`src/hdl/fblr_pkg.sv`:
```
package fblr_pkg;

  localparam int FBLR_PANEL_WIDTH  = 84;
  localparam int FBLR_PANEL_HEIGHT = 48;
  localparam int FBLR_STORE_BYTES  = 504;

  // wide enough for any pixel byte index and any read index
  localparam int IDX_W = 14;

  localparam int OP_W    = 2;
  localparam int COORD_W = 8;
  localparam int RIDX_W  = 9;
  localparam int BYTE_W  = 8;
  localparam int ROT_W   = 2;

  localparam logic [OP_W-1:0] OP_LINE  = 2'd0;
  localparam logic [OP_W-1:0] OP_CLEAR = 2'd1;
  localparam logic [OP_W-1:0] OP_FILL  = 2'd2;
  localparam logic [OP_W-1:0] OP_READ  = 2'd3;

  localparam logic [ROT_W-1:0] ROT_0   = 2'd0;
  localparam logic [ROT_W-1:0] ROT_90  = 2'd1;
  localparam logic [ROT_W-1:0] ROT_180 = 2'd2;
  localparam logic [ROT_W-1:0] ROT_270 = 2'd3;

  typedef struct packed {
    logic             hit;
    logic [IDX_W-1:0] idx;
    logic [2:0]       bit_sel;
  } fblr_pix_t;

endpackage

```
`src/hdl/fblr_plot_map.sv`:
```
module fblr_plot_map #(
  parameter int PANEL_WIDTH  = fblr_pkg::FBLR_PANEL_WIDTH,
  parameter int PANEL_HEIGHT = fblr_pkg::FBLR_PANEL_HEIGHT,
  parameter int STORE_BYTES  = fblr_pkg::FBLR_STORE_BYTES
) (
  input  logic [fblr_pkg::COORD_W-1:0] x,
  input  logic [fblr_pkg::COORD_W-1:0] y,
  input  logic [fblr_pkg::ROT_W-1:0]   rotation,
  output fblr_pkg::fblr_pix_t          pix
);
  import fblr_pkg::*;

  localparam logic [COORD_W-1:0] W8    = COORD_W'(PANEL_WIDTH);
  localparam logic [COORD_W-1:0] H8    = COORD_W'(PANEL_HEIGHT);
  localparam logic [IDX_W-1:0]   W_IDX = IDX_W'(PANEL_WIDTH);
  localparam logic [IDX_W-1:0]   LIMIT = IDX_W'(STORE_BYTES);

  logic [COORD_W-1:0] clip_w;
  logic [COORD_W-1:0] clip_h;
  logic               in_clip;
  logic [COORD_W-1:0] px;
  logic [COORD_W-1:0] py;
  logic [IDX_W-1:0]   idx;

  assign clip_w  = rotation[0] ? H8 : W8;
  assign clip_h  = rotation[0] ? W8 : H8;
  assign in_clip = (x < clip_w) && (y < clip_h);

  always_comb begin
    case (rotation)
      ROT_90: begin
        px = y;
        py = H8 - 8'd1 - x;
      end
      ROT_180: begin
        px = W8 - 8'd1 - x;
        py = H8 - 8'd1 - y;
      end
      ROT_270: begin
        px = W8 - 8'd1 - y;
        py = x;
      end
      default: begin
        px = x;
        py = y;
      end
    endcase
  end

  assign idx = IDX_W'(px) + IDX_W'(py[7:3]) * W_IDX;

  assign pix.hit     = in_clip && (idx < LIMIT);
  assign pix.idx     = idx;
  assign pix.bit_sel = py[2:0];

endmodule

```
`config.mk`:
```
export PLATFORM = sky130hd
export DESIGN_NAME = fblr_plot_map
export DESIGN_NICKNAME = d
export VERILOG_FILES = /design/src/hdl/fblr_pkg.sv /design/src/hdl/fblr_plot_map.sv
export SDC_FILE = /design/constraint.sdc
export NUM_CORES = 1
export LEC_CHECK = 0
export BUFFER_PORTS_ARGS = -buffer_cell sky130_fd_sc_hd__buf_4
export CAP_MARGIN = 20
export CORE_ASPECT_RATIO = 0.6
export CORE_MARGIN = 3
export CORE_UTILIZATION = 50
export DETAILED_ROUTE_END_ITERATION = 6
export PLACE_DENSITY = 0.8
export SYNTH_ARGS = -nofsm -noshare
export SYNTH_HDL_FRONTEND = slang
export SYNTH_SLANG_ARGS = --single-unit
```
`constraint.sdc`:
```
create_clock -name vclk -period 7.6
set_input_delay 1.52 -clock vclk [all_inputs]
set_output_delay 1.52 -clock vclk [all_outputs]
set_load 0.02 [all_outputs]
```
After elaboration in Yosys (flattened, before gate mapping)
Cells that the tools add are included.
{"block": "op_classes", "add_sub_neg": 5, "multipliers": 1, "order_cmp": 3, "n_eq_ne": 3, "n_mux": 4, "reduce_logical": 2}
{"cell": "8-bit case mux with 3 select lines", "count": 2}
{"cell": "8-bit by 7-bit < comparator with 1-bit output", "count": 2}
{"cell": "6-bit by 8-bit subtractor with 8-bit output (first input constant)", "count": 2}
{"cell": "7-bit by 8-bit subtractor with 8-bit output (first input constant)", "count": 2}
{"cell": "7-bit two-way mux", "count": 2}
{"cell": "8-bit by 12-bit adder with 13-bit output", "count": 1}
{"cell": "13-bit by 9-bit < comparator with 1-bit output (second input constant)", "count": 1}
{"cell": "5-bit by 5-bit multiplier with 10-bit output (second input constant)", "count": 1}
{"cell": "2-bit equality test (second input constant)", "count": 2}
{"cell": "2-bit by 1-bit equality test with 1-bit output (second input constant)", "count": 1}
{"cell": "1-bit logical AND", "count": 2}
{"block": "word_totals", "register_bits": 0, "output_inout_bits": 18, "elab_cells": 18}

Longest topological paths before layout
{"block": "logic_depth", "ltp_word": 6, "ltp_mapped": 17}

Worst setup path after synthesis
OpenSTA, ideal clock, no wires.
{"block": "synth_timing", "kind": "input port to output port", "start": "in rotation[0] in the netlist's numbering", "end": "out pix[17] in the netlist's numbering", "arrival_time_ns": 5.235, "required_ns": 6.080, "path_slack_ns": 0.845, "cell_stages": 16, "path_cell_list": "buf_1 clkbuf_1 o21ai_0 xnor2_1 ha_1 ha_1 inv_1 fa_1 inv_1 ha_1 a21o_1 a21oi_1 o21ai_0 xor2_1 a31o_2 nor4_2"}
{"element": "start, declared", "line_no": "fblr_plot_map.sv:8", "source": "input logic [fblr_pkg::ROT_W-1:0] rotation,"}
{"element": "end, declared", "line_no": "fblr_plot_map.sv:9", "source": "output fblr_pkg::fblr_pix_t pix"}

==> summary.txt <==
GRT
  • Tot GR Track Use: 24.6%
  • Initial antenna violation count: 0
  • First-pass GRT wire length: 6430 um
  • Largest net degree at the start of global routing: 33
  • Vias in the first global route: 1400
  • Remaining Overflow, GRT: 0

Worst setup path
  • CP top delay family: compound AO/OA/AOI/OAI gates
  • Cell Chain, Critical Path: buf_4 > inv_2 > nand2_1 > mux2i_1 > o21ai_0 > xor2_1 > o21ai_0 > ha_1 > ha_1 > ha_1 > ha_1 > o211a_1 > a21oi_4 > xor2_2 > a311oi_1 > mux2i_1 > nor4_2 > buf_4
  • Category of the worst setup path launch point: input pin
  • Cell mode on critical path: ha_1
  • Slowest-stage cell, CP: o21ai_0
  • Worst Path Required: 6.08 ns
  • CP arrival: 5.76 ns
  • Crit-path max cell delay: 0.39 ns
  • Largest fanout on the critical path: 32
  • CP Capture Type: output port
  • Setup crit start: rotation[0]
  • Crit Path Category: input pin to output port
  • CP Buf/Inv Count: 3

Final layout
  • Final #Nets: 245
  • Sequential cell area: 0 um2
  • Clock buf count: 0
  • Most frequent cells in the layout: buf_4 (35), ha_1 (25), nand2_1 (15), xnor2_1 (15), o21ai_0 (13)
  • Utilization after layout: 68.1%
  • Post-Layout Inst Area: 0.00157 mm2
  • Commonest non-fill, non-tap cell in the layout: buf_4
  • Synthesis-to-finish area growth: 20.7%
  • N_diodes: 0
  • Layout cell share with drive strength beyond 1: 21.2%
  • Seq_cells: 0

Clock tree
  • Postcts setup bufs: 0
  • Cts hold-fix bufs: 0
  • Quantity of gates resized following cts: 0

Placed design
  • Post-Place Setup Slack: 0.407 ns
  • Placer Congestion: 0.856
  • HPWL after DPL: 3170 um
  • Port bufs: 35
  • Area after DPL: 0.00157 mm2

STA
  • Final Slew Violations: 0
  • Post-layout min period: 7.28 ns
  • Maximum operating frequency: 137 MHz
  • Fin. Hold Viols: 0
  • Crit share post-route: 95.8%
  • Final Worst Setup Slack: 0.320 ns
  • Final setup viols: 0
  • Unrepaired setup endpoints after global routing: no
  • Setup TNS: 0 ns

Pwr
  • Worst IR Drop VDD: 0.275 mV
  • P per Cell Area: 267 mW/mm2
  • Leak: 0.000767 uW

Run
  • Max-cap violations: 0

Die
  • Die Ht: 45.5 um
  • Initial Util: 56.4%
  • Die X-Extent: 71.9 um
  • Row Count: 13
  • IO Pins: 36
  • Core area: 0.00231 mm2
  • Die area: 0.00327 mm2

Routing
  • Routed via count: 1404
  • Total wire length: 3820 um
  • DR WL/cell: 16.8 um
  • ANT nets after route: 0
  • Drt pass-1 iters: 5
  • Vias/cell: 6.16
  • 1st-iter DRT viols: 117
  • DRC: 0

Yosys
  • Largest family of logic cells by synthesized area: adder cells
  • Library cells used by synthesis: 41
  • Synthesis warning total: 0
  • Mux share of post-synthesis cell area: 9.41%
  • Synth Area in Simple Gates: 14.9%
  • Synth Area in XOR/XNOR: 18.7%
  • Synth Area in Compound Gates: 25.0%
  • Synthesized area: 0.00130 mm2
  • Syn nets: 215
  • Mapped Cells: 170
  • Post-synthesis adder-cell area fraction: 27.1%
  • Seq/Total Area, Yosys: 0%
  • Mean Syn Cell Area: 7.66 um2

Run status
  • Status: complete, no violations

Min path
  • Min-delay worst type: input pin to output port
  • Hold path startpoint: x[0]
## cells in the mapped netlist (5+ instances only)
| library cell | n | area (um2) |
|---|---|---|
| xnor2_1 | 15 | 131 |
| ha_1 | 25 | 313 |
| nor3_1 | 5 | 25.0 |
| a21oi_1 | 7 | 35.0 |
| mux2i_1 | 10 | 100 |
| inv_1 | 7 | 26.3 |
| nand3_1 | 6 | 30.0 |
| clkbuf_1 | 5 | 18.8 |
| nor2_1 | 9 | 33.8 |
| nand2_1 | 15 | 56.3 |
| o21ai_0 | 13 | 65.1 |
| xor2_1 | 11 | 96.3 |
## cell families (layout without fill, tap and decap cells)
group	Yosys count	after routing
muxes	12	12
and+or+nand+nor	41	41
other	1	1
buffers and inverters	15	43
adders and majority gates	27	27
AOI/OAI and AO/OA	47	47
xor gates and xnor gates	27	27
## final timing paths
path	slack, ns	to	depth (start not counted)
worst max-delay path	0.32	pix[17]	18
worst min-delay path	3.46	pix[3]	4
## report_power, final
| group | switching, uW | internal, uW | leakage [uW] |
|---|---|---|---|
| Combinational | 246 | 173 | 0.000767 |
| Clock | 0 | 0 | 0 |
| Sequential | 0 | 0 | 0 |
| Total | 246 | 173 | 0.000767 |
## per-stage QoR
| stage | hold slack [ns] | cells | power, uW |
|---|---|---|---|
| after floorplan | 3.27 | 170 | 278 |
| after global placement | 3.45 | 228 | 401 |
| final | 3.46 | 228 | 419 |
| after detailed placement | 3.46 | 228 | 413 |
| after global routing | 3.49 | 228 | 454 |
| after CTS | 3.46 | 228 | 416 |
## routing by layer
| metal | track usage [%] | part of all wire [%] | vias to the layer above |
|---|---|---|---|
| met5 | 0 | 0 | - |
| met1 | 34.1 | 47 | 657 |
| met2 | 43.2 | 46 | 63 |
| li1 | - | - | 680 |
| met4 | 3.37 | 0.34 | 0 |
| met3 | 1.76 | 6.8 | 4 |
## final cells by class
type,instances,area (um2)
Inverter,8,30.0
Fill cell,195,737
Multi-Input combinational cell,155,1240
Timing Repair Buffer,35,263
Tap cell,30,37.5
(Power assumes the default switching activity.)
